## src/mpq_pkg.sv

```systemverilog
// Package for the max priority queue: item types, operation and status codes.
// No dependencies; every other file in src/ uses it.
package mpq_pkg;

	localparam int ValueW = 32;
	localparam int StatusW = 2;
	localparam int OccW = 5;

	// operation codes (kind field)
	localparam logic OP_INSERT = 1'b0;
	localparam logic OP_REMOVE = 1'b1;

	// status codes
	localparam logic [StatusW-1:0] ST_OK        = 2'd0;
	localparam logic [StatusW-1:0] ST_OVERFLOW  = 2'd1;
	localparam logic [StatusW-1:0] ST_UNDERFLOW = 2'd2;

	typedef logic signed [ValueW-1:0] value_t;

	// command broadcast to every cell of the chain
	typedef struct packed {
		logic   ins;
		logic   rem;
		value_t value;
	} cell_cmd_t;

endpackage

```

## src/mpq_req_if.sv

```systemverilog
// Request channel of the priority queue: valid/ready plus the operation item.
// Depends on mpq_pkg.
interface mpq_req_if;
	logic                valid;
	logic                ready;
	logic                kind;
	mpq_pkg::value_t     value;

	modport source (output valid, output kind, output value, input ready);
	modport sink   (input valid, input kind, input value, output ready);
endinterface

```

## src/mpq_rsp_if.sv

```systemverilog
// Response channel of the priority queue: valid/ready plus the result item.
// Depends on mpq_pkg.
interface mpq_rsp_if;
	logic                              valid;
	logic                              ready;
	mpq_pkg::value_t                   result_value;
	logic [mpq_pkg::StatusW-1:0]       status;
	logic [mpq_pkg::OccW-1:0]          occupancy;

	modport source (output valid, output result_value, output status, output occupancy,
		input ready);
	modport sink   (input valid, input result_value, input status, input occupancy,
		output ready);
endinterface

```

## src/mpq_cell.sv

```systemverilog
// One cell of the sorted chain: holds one value, trades with its neighbors.
// Depends on mpq_pkg.
module mpq_cell #(
	parameter int IDX = 0,
	parameter int CW  = 5
) (
	input  logic               clk,
	input  mpq_pkg::cell_cmd_t cmd,
	input  logic [CW-1:0]      count,
	input  mpq_pkg::value_t    left_val,
	input  mpq_pkg::value_t    right_val,
	output mpq_pkg::value_t    val_q
);

	logic occupied;
	logic keep_own;
	logic take_new;

	assign occupied = CW'(IDX) < count;
	assign keep_own = occupied && (val_q >= cmd.value);
	// head cell has no left neighbor; otherwise the new value lands where left >= it
	assign take_new = (IDX == 0) || (left_val >= cmd.value);

	always_ff @(posedge clk) begin
		if (cmd.ins) begin
			if (keep_own) begin
				val_q <= val_q;
			end else if (take_new) begin
				val_q <= cmd.value;
			end else begin
				val_q <= left_val;
			end
		end else if (cmd.rem) begin
			val_q <= right_val;
		end
	end

endmodule

```

## src/max_priority_queue.sv

```systemverilog
// Max priority queue top level: a chain of sorted cells plus count and output register.
// Depends on mpq_pkg, mpq_req_if, mpq_rsp_if and mpq_cell.
//
// Usage:
//  - req carries one operation item: kind (insert / remove largest) and a
//    signed 32-bit value. rsp returns exactly one result item per request:
//    result_value, status (ok, overflow, underflow) and occupancy after the op.
//  - The store is a chain of DEPTH cells kept sorted, largest value in cell 0.
//    Insert: every cell compares the new value with its own and its left
//    neighbor in the same cycle and either keeps, takes the new value, or
//    takes the left neighbor's value (the tail shifts right by one).
//    Remove: cell 0 is the result and every cell takes its right neighbor.
//    Equal values are indistinguishable, so ties need no age tracking.
//  - Latency: a result is valid the cycle after the request is accepted.
//  - Throughput: one item per cycle while the receiver takes results,
//    independent of DEPTH; each cell does one compare pair per cycle.
//  - req.ready is high whenever the output register is empty or being taken,
//    so a stalled receiver holds the result and blocks new requests.
//  - Reset clears the count and the output valid; cell contents stay
//    undefined and are only read below the count.
//  - Occupancy carries the low five bits of the count.
module max_priority_queue #(
	parameter int DEPTH = 16
) (
	input  logic  clk,
	input  logic  arst_n,
	mpq_req_if.sink   req,
	mpq_rsp_if.source rsp
);

	localparam int CW = $clog2(DEPTH + 1);

	logic [CW-1:0]      count_q;
	logic [CW-1:0]      count_d;
	logic               accept;
	logic               ins_ok;
	logic               rem_ok;
	logic               full;
	logic               empty;
	mpq_pkg::cell_cmd_t cmd;
	mpq_pkg::value_t    cell_val [DEPTH];

	logic                                rsp_valid_q;
	mpq_pkg::value_t                     rsp_value_q;
	logic [mpq_pkg::StatusW-1:0]         rsp_status_q;
	logic [mpq_pkg::OccW-1:0]            rsp_occ_q;

	// output register frees up when empty or taken this cycle
	assign req.ready = !rsp_valid_q || rsp.ready;
	assign accept    = req.valid && req.ready;

	assign full  = (count_q == CW'(DEPTH));
	assign empty = (count_q == '0);
	assign ins_ok = accept && (req.kind == mpq_pkg::OP_INSERT) && !full;
	assign rem_ok = accept && (req.kind == mpq_pkg::OP_REMOVE) && !empty;

	always_comb begin
		count_d = count_q;
		if (ins_ok) begin
			count_d = count_q + CW'(1);
		end else if (rem_ok) begin
			count_d = count_q - CW'(1);
		end
	end

	assign cmd.ins   = ins_ok;
	assign cmd.rem   = rem_ok;
	assign cmd.value = req.value;

	// cell chain; the ends see their own value as the missing neighbor
	for (genvar i = 0; i < DEPTH; i++) begin : g_cell
		mpq_cell #(
			.IDX(i),
			.CW (CW)
		) u_cell (
			.clk      (clk),
			.cmd      (cmd),
			.count    (count_q),
			.left_val ((i == 0) ? cell_val[i] : cell_val[(i == 0) ? 0 : i - 1]),
			.right_val((i == DEPTH - 1) ? cell_val[i] : cell_val[(i == DEPTH - 1) ? i : i + 1]),
			.val_q    (cell_val[i])
		);
	end

	always_ff @(posedge clk or negedge arst_n) begin
		if (!arst_n) begin
			count_q     <= '0;
			rsp_valid_q <= 1'b0;
		end else begin
			count_q <= count_d;
			if (accept) begin
				rsp_valid_q <= 1'b1;
			end else if (rsp.ready) begin
				rsp_valid_q <= 1'b0;
			end
		end
	end

	// result payload, no reset needed
	always_ff @(posedge clk) begin
		if (accept) begin
			rsp_value_q <= rem_ok ? cell_val[0] : '0;
			rsp_occ_q   <= mpq_pkg::OccW'(count_d);
			if (req.kind == mpq_pkg::OP_INSERT) begin
				rsp_status_q <= full ? mpq_pkg::ST_OVERFLOW : mpq_pkg::ST_OK;
			end else begin
				rsp_status_q <= empty ? mpq_pkg::ST_UNDERFLOW : mpq_pkg::ST_OK;
			end
		end
	end

	assign rsp.valid        = rsp_valid_q;
	assign rsp.result_value = rsp_value_q;
	assign rsp.status       = rsp_status_q;
	assign rsp.occupancy    = rsp_occ_q;

endmodule

```

## src/flat_wrapper.sv

```systemverilog
// flat-port wrapper written by rule: the top's interface ports become plain ports
module max_priority_queue_flat 
#(
	parameter int DEPTH = 16
)
  (clk, arst_n, req_valid, req_kind, req_value, req_ready, rsp_valid, rsp_result_value, rsp_status, rsp_occupancy, rsp_ready);
  mpq_req_if req_i ();
  mpq_rsp_if rsp_i ();
  input  logic clk;
  input  logic arst_n;
  input wire logic [$bits(req_i.valid)-1:0] req_valid;
  input wire logic [$bits(req_i.kind)-1:0] req_kind;
  input wire logic [$bits(req_i.value)-1:0] req_value;
  output wire logic [$bits(req_i.ready)-1:0] req_ready;
  output wire logic [$bits(rsp_i.valid)-1:0] rsp_valid;
  output wire logic [$bits(rsp_i.result_value)-1:0] rsp_result_value;
  output wire logic [$bits(rsp_i.status)-1:0] rsp_status;
  output wire logic [$bits(rsp_i.occupancy)-1:0] rsp_occupancy;
  input wire logic [$bits(rsp_i.ready)-1:0] rsp_ready;
  assign req_i.valid = req_valid;
  assign req_i.kind = req_kind;
  assign req_i.value = req_value;
  assign req_ready = req_i.ready;
  assign rsp_valid = rsp_i.valid;
  assign rsp_result_value = rsp_i.result_value;
  assign rsp_status = rsp_i.status;
  assign rsp_occupancy = rsp_i.occupancy;
  assign rsp_i.ready = rsp_ready;
  max_priority_queue #(.DEPTH(DEPTH)) u_core (.clk(clk), .arst_n(arst_n), .req(req_i), .rsp(rsp_i));
endmodule
```

## config.mk

```make
export PLATFORM = sky130hd
export DESIGN_NAME = max_priority_queue_flat
export DESIGN_NICKNAME = d
export VERILOG_FILES = /design/src/mpq_pkg.sv /design/src/mpq_req_if.sv /design/src/mpq_rsp_if.sv /design/src/mpq_cell.sv /design/src/max_priority_queue.sv /design/src/flat_wrapper.sv
export SDC_FILE = /design/constraint.sdc
export NUM_CORES = 2
export LEC_CHECK = 0
export BUFFER_PORTS_ARGS = -buffer_cell sky130_fd_sc_hd__buf_4
export CORE_MARGIN = 2
export CORE_UTILIZATION = 35
export CTS_CLUSTER_SIZE = 40
export DETAILED_ROUTE_END_ITERATION = 12
export PLACE_DENSITY = 0.51
export SYNTH_ARGS = -nofsm -noshare
export SYNTH_HDL_FRONTEND = slang
export SYNTH_SLANG_ARGS = --single-unit
```

## constraint.sdc

```tcl
create_clock -name clk -period 8.64 [get_ports clk]
set_clock_uncertainty 0.1 [all_clocks]
set_input_delay 1.296 -clock clk [delete_from_list [all_inputs] [get_ports clk]]
set_output_delay 1.296 -clock clk [all_outputs]
set_load 0.02 [all_outputs]
```

; Word level (Yosys, flattened, before mapping)
; Cells that the tools add are included.
; Widths: inputs -> output; s select.
[totals]
register_bits = 557
output_inout_bits = 41
inputBits = 37
wordCells = 184
[op_classes]
n_addsub = 2
eq_ne = 16
bitwise_logic = 2
order_cmp = 32
n_mux = 67
n_reduce_logical = 44
[op_table]
columns = cell, n
row1 = $mux 32, 60
row2 = $ge 32x32->1, 16
row3 = $lt 4x5->1 const A, 8
row4 = $reduce_and 2->1, 16
row5 = $ne 2x2->1 const B, 15
row6 = $logic_and 1x1->1, 21
row7 = $lt 3x5->1 const A, 4
row8 = $lt 1x5->1 const A, 2
row9 = $lt 2x5->1 const A, 2
row10 = $mux 5, 2
row11 = $add 5x1->5 const B, 1
row12 = $eq 5x5->1 const B, 1
row13 = $logic_not 5->1, 1
row14 = $sub 5x1->5 const B, 1
row15 = $mux 2, 2
row16 = $reduce_bool 2->1, 2
row17 = $logic_not 1->1, 3
row18 = $mux 1, 3
row19 = $not 1->1, 2
row20 = $logic_or 1x1->1, 1

; Logic depth before layout (Yosys ltp)
[logic_depth]
depth_word = 7
mapped_depth = 13
depth_no_buf = 9

; Modules after synthesis
; Synthesis repeated with hierarchy kept, for this count alone.
[hier_totals]
cells_unflattened = 6376
area_unflattened_um2 = 58546.2
[modules_own_cells]
columns = module, n_inst, area_each_um2, cells_each
row1 = mpq_cell (u_core.g_cell[12].u_cell ...), 2, 3804.9, 430
row2 = mpq_cell (u_core.g_cell[2].u_cell ...), 2, 3803.6, 430
row3 = mpq_cell (u_core.g_cell[1].u_cell), 1, 3812.4, 434
row4 = mpq_cell (u_core.g_cell[10].u_cell), 1, 3806.2, 431
row5 = mpq_cell (u_core.g_cell[5].u_cell), 1, 3798.6, 435
row6 = mpq_cell (u_core.g_cell[14].u_cell), 1, 3787.4, 431
row7 = mpq_cell (u_core.g_cell[11].u_cell), 1, 3786.1, 432
row8 = mpq_cell (u_core.g_cell[6].u_cell), 1, 3784.9, 426
row9 = mpq_cell (u_core.g_cell[7].u_cell), 1, 3703.6, 424
row10 = mpq_cell (u_core.g_cell[9].u_cell), 1, 3260.6, 335
row11 = mpq_cell (u_core.g_cell[3].u_cell), 1, 3259.4, 338
row12 = mpq_cell (u_core.g_cell[15].u_cell), 1, 3183.1, 334
row13 = mpq_cell (u_core.g_cell[13].u_cell), 1, 3175.5, 336
row14 = mpq_cell (u_core.g_cell[0].u_cell), 1, 2193.4, 185
row15 = max_priority_queue, 1, 1778.0, 115

; Worst setup path before layout
; OpenSTA, ideal clock, no wires.
[synth_path]
path_type = in2reg
from = input port req_value[31]
to = register u_core.g_cell[0].u_cell.val_q[0], enable pin
path_slack_ps = 2368
arrival_time_ps = 5706
cell_stages = 10
path_buffers = 1
path_cell_list = inv_1 -> ha_1 -> nand4_1 -> or4_1 -> nand2b_4 -> a31oi_2 -> a2bb2oi_4 -> buf_8 -> a21oi_1 -> o21ai_0
[synth_between]
elab_chain_cells = 4
[synth_rtl]
columns = element, line
row1 = start: declaration, flat_wrapper.sv:13  ; input wire logic [$bits(req_i.value)-1:0] req_value;
row2 = $ge 32x32->1, mpq_cell.sv:20  ; assign keep_own = occupied && (val_q >= cmd.value);
row3 = $logic_and 1x1->1, mpq_cell.sv:20
row4 = $ne 2x2->1 (no line), --
row5 = $reduce_and 2->1 (no line), --
row6 = end signal: assignment, mpq_cell.sv:27  ; val_q <= val_q;
row7 = end signal: assignment, mpq_cell.sv:29  ; val_q <= cmd.value;
row8 = end signal: assignment, mpq_cell.sv:31  ; val_q <= left_val;
row9 = end: declaration, mpq_cell.sv:12  ; output mpq_pkg::value_t val_q
; No other way between the ends.
; A chain may end at the register's enable or synchronous reset.

; Final worst setup path
[layout_path]
from = input port req_value[29]
to = register u_core.g_cell[4].u_cell.val_q[4], enable pin
[layout_between]
elab_chain_cells = 4
[layout_rtl]
columns = element, line
row1 = $ge 32x32->1, mpq_cell.sv:20
row2 = $logic_and 1x1->1, mpq_cell.sv:20
row3 = $ne 2x2->1 (no line), --
row4 = $reduce_and 2->1 (no line), --
row5 = end signal: assignment, mpq_cell.sv:27
row6 = end signal: assignment, mpq_cell.sv:29
row7 = end signal: assignment, mpq_cell.sv:31
row8 = end: declaration, mpq_cell.sv:12
; No other way between the ends.

==> metrics.md <==
| Metric | Value |
|---|---|
| Most common cell after layout, fill and taps aside | `edfxtp_1` |
| Initial drt markers | `2,403` |
| Clock Tree Root | `clkbuf_16` |
| Worst-Margin Slew | `1190 ps` |
| Post-cts resize count | `0` |
| TritonCTS clock tree | `yes` |
| Final WS setup | `3390 ps` |
| Via count | `between 20,000 and 30,000` |
| Min-Delay Path Class | `in2async` |
| Worst path arrival time | `approximately 5500 ps` |
| Max Fclk | `around 190 MHz` |
| EDFF count, synth | `551` |
| Core area | `109,000 µm²` |
| Fillcell total | `10,700` |
| H-tree Lvls | `3` |
| Slowest library cell on the worst path | `nor4_1` |
| Max-slew violation count | `0` |
| Leakage | `0.0173 µW` |
| Worst Setup EP | `u_core.g_cell[4].u_cell.val_q[4]$_DFFE_PP_` |
| Routability cong. | `0.900` |
| Syn Nets | `4,137` |
| Clock latency on the worst-skew pair | `650 ps` |
| CP Launch Type | `input port` |
| Synthesized area | `roughly 39,000 µm²` |
| Largest stage delay on the critical path | `1010 ps` |
| Cts bufs inserted | `73` |
| Gate count of the mapped netlist | `3,585` |
| Clock transition at the registers of the reported paths | `60 ps` |
| Worst EP required | `8860 ps` |
| Setup bufs post-CTS | `0` |
| I/O pin count | `78` |
| Drt total wl | `133,000 µm` |
| Run status | `completed` |
| Fin util | `39.3%` |
| Nets | `4,142` |
| Multi-input gate area | `approximately 21,000 µm²` |
| Die X | `336 µm` |
| Dominant synthesized flop cell | `edfxtp_1` |
| Final period util | `60.8%` |
| Ys Warns | `0` |
| Most frequent CP cell | `buf_4` |
| Post-route ant nets | `0` |
| Hold-fix buffers, CTS | `0` |
| Peak VDD IR | `0.162 mV` |
| Hold_ws | `about 350 ps` |
| Starting Density | `35.3%` |
| Max_cap viols | `0` |
| Vias/cell | `5.85` |
| RR Startpoint | `u_core.g_cell[4].u_cell.val_q[31]$_DFFE_PP_` |
| I/O Buffers | `77` |
| Crit end category | `flip-flop` |
| First-pass detailed-route iteration total | `7` |
| Reg area | `about 17,000 µm²` |
| Slew Limit Headroom | `19.6%` |
| RSZ-0062 raised after global routing | `no` |
| Share of cells above drive strength 1 | `7.98%` |
| Vias in the first global route | `29,200` |
| R2R Setup Slk | `3960 ps` |
| R2R depth | `9` |
| Critical path startpoint | `req_value[29]` |
| WL/cell | `~26 µm` |
| CP cell instances | `buf_4 -> inv_1 -> buf_4 -> ha_1 -> nand4_1 -> nor4_1 -> o41a_1 -> o21ai_0 -> nand2_1 -> buf_4 -> a31oi_4 -> buf_4` |
| Rows | `around 120` |
| All-layer global routing usage | `23.3%` |
| Die Area | `113,000 µm²` |
| Post-Route Setup TNS | `0 ps` |
| First-pass GRT wire length | `197,000 µm` |
| Design Area, Final | `42,800 µm²` |
| Synth cell types | `67` |
| Area after DPL | `40,600 µm²` |
| Minimum clock period | `5250 ps` |
| Clock Path Buffers | `3` |
| Syn avg cell area | `10.7 µm²` |
| Detailed Place HPWL | `96,300 µm` |
| Asr flop ratio synth | `about 1.1%` |
| Seq cells post-synth | `557` |
| Area growth from synthesis to layout | `11.2%` |
| Clock sinks | `557` |
| Largest net degree at the start of global routing | `just over 200` |
| Crit-path max FO | `32` |
| CP Class | `in2reg` |
| Pwr Density | `235 nW/µm²` |
| Fin. Hold Viols | `0` |
| Final setup fails | `0` |
| Seq/Total Area, Yosys | `43.3%` |
| Die Ht | `between 300 and 400 µm` |
| Grt ovf | `0` |
| DP Worst Slack | `2880 ps` |
| Remaining DRCs | `0` |
| RR Endpoint | `u_core.g_cell[4].u_cell.val_q[4]$_DFFE_PP_` |
| Most frequent cells in the layout | `551 x edfxtp_1, 515 x ha_1, 409 x a21oi_1` |
| Antenna violations before repair | `1` |
-- worst max-delay path, delay by kind of cell --
kind / cells / cell delay (ps)
simple gates: 3 / 1760
buf+inv: 5 / 1500
compound gates: 3 / 520
fa+ha+maj: 1 / 310
-- worst min path at each step --
stage	from	end	cells after the start
floorplan	u_core.g_cell[15].u_cell.val_q[0]$_DFFE_PP_	u_core.g_cell[14].u_cell.val_q[0]$_DFFE_PP_	2
global placement	u_core.g_cell[15].u_cell.val_q[17]$_DFFE_PP_	u_core.g_cell[14].u_cell.val_q[17]$_DFFE_PP_	2
detailed placement	u_core.g_cell[15].u_cell.val_q[17]$_DFFE_PP_	u_core.g_cell[14].u_cell.val_q[17]$_DFFE_PP_	2
CTS	arst_n	u_core.count_q[0]$_DFF_PN0_	1
global route	arst_n	u_core.count_q[0]$_DFF_PN0_	1
finish	arst_n	u_core.count_q[0]$_DFF_PN0_	1
-- registers in the layout, indices dropped and copies added, names as in the netlist --
name	flops
u_core.rsp.valid	1
u_core.rsp.occupancy	5
u_core.rsp.status	2
u_core.g_cell.u_cell.val_q	512
u_core.rsp.result_value	32
u_core.count_q	5
-- report_power, final --
| part | internal (µW) | switching (µW) | total (µW) |
|---|---|---|---|
| Combinational | 1100 | 1810 | 2910 |
| Clock | 1730 | 1300 | 3030 |
| Sequential | 3600 | 511 | 4110 |
-- Yosys cell counts, types with 5 or more instances --
library cell / n / area share (%)
edfxtp_1: 551 / 43
ha_1: 515 / 17
a21oi_1: 412 / 5.4
nor2_1: 296 / 2.9
mux2i_1: 285 / 7.4
nand2_1: 221 / 2.2
a221o_1: 162 / 4.2
and2_1: 157 / 2.6
o21ai_0: 128 / 1.7
clkbuf_1: 124 / 1.2
a21o_1: 105 / 2.0
nand4_1: 81 / 1.3
nand3_1: 60 / 0.78
inv_1: 55 / 0.54
nor3_1: 52 / 0.68
buf_2: 44 / 0.57
o22ai_1: 35 / 0.57
and4_1: 26 / 0.59
a211oi_1: 20 / 0.39
clkbuf_4: 20 / 0.39
o211ai_1: 17 / 0.33
nand2b_1: 16 / 0.26
o21a_1: 16 / 0.31
o21ai_1: 16 / 0.21
buf_1: 13 / 0.13
nor4_1: 12 / 0.19
a31oi_1: 11 / 0.18
and3_1: 11 / 0.18
nor2b_1: 11 / 0.18
a221oi_1: 9 / 0.20
buf_4: 8 / 0.16
nor3b_1: 7 / 0.14
a41oi_1: 6 / 0.14
buf_8: 6 / 0.23
dfrtp_1: 6 / 0.39
o31ai_1: 6 / 0.12
o221ai_1: 5 / 0.11
-- final cells by class --
type                            instances  share of cell area (%)
Multi-Input combinational cell       2758                    48.5
Antenna cell                            1                 0.00584
Inverter                               55                   0.482
Timing Repair Buffer                  145                    2.63
Clock inverter                         38                   0.529
Clock buffer                           95                    4.80
Sequential cell                       557                    39.0
Tap cell                             1414                    4.13
-- logic make-up (layout without fill, tap and decap cells) --
family,count (synthesis),count (layout),share of synthesized area [%]
other cells,0,1,0
flops,557,557,43.3
simple gates,976,976,12.5
xor+xnor,2,2,0.0455
fa+ha+maj,515,515,16.7
mux,285,285,7.41
buf+inv,270,333,3.22
compound gates,980,980,16.8
-- per-layer routing --
| layer | vias to the layer above | wire [µm] | part of all wire (%) | GRT usage [%] |
|---|---|---|---|---|
| li1 | 13900 | - | - | - |
| met5 | - | 0 | 0 | 0 |
| met2 | 784 | 63800 | 48 | 39.4 |
| met4 | 0 | 4940 | 3.7 | 8.00 |
| met1 | 14700 | 58700 | 44 | 30.9 |
| met3 | 202 | 5330 | 4.0 | 2.48 |
-- stage by stage --
stage / total power, µW / cells
2_1_floorplan: 5910 / 3585
5_1_grt: 10600 / 5062
3_5_place_dp: 7040 / 4929
3_3_place_gp: 7010 / 4929
6_report: 10100 / 5063
4_1_cts: 10100 / 5062
No activity file was read; power rests on OpenSTA's default activity.
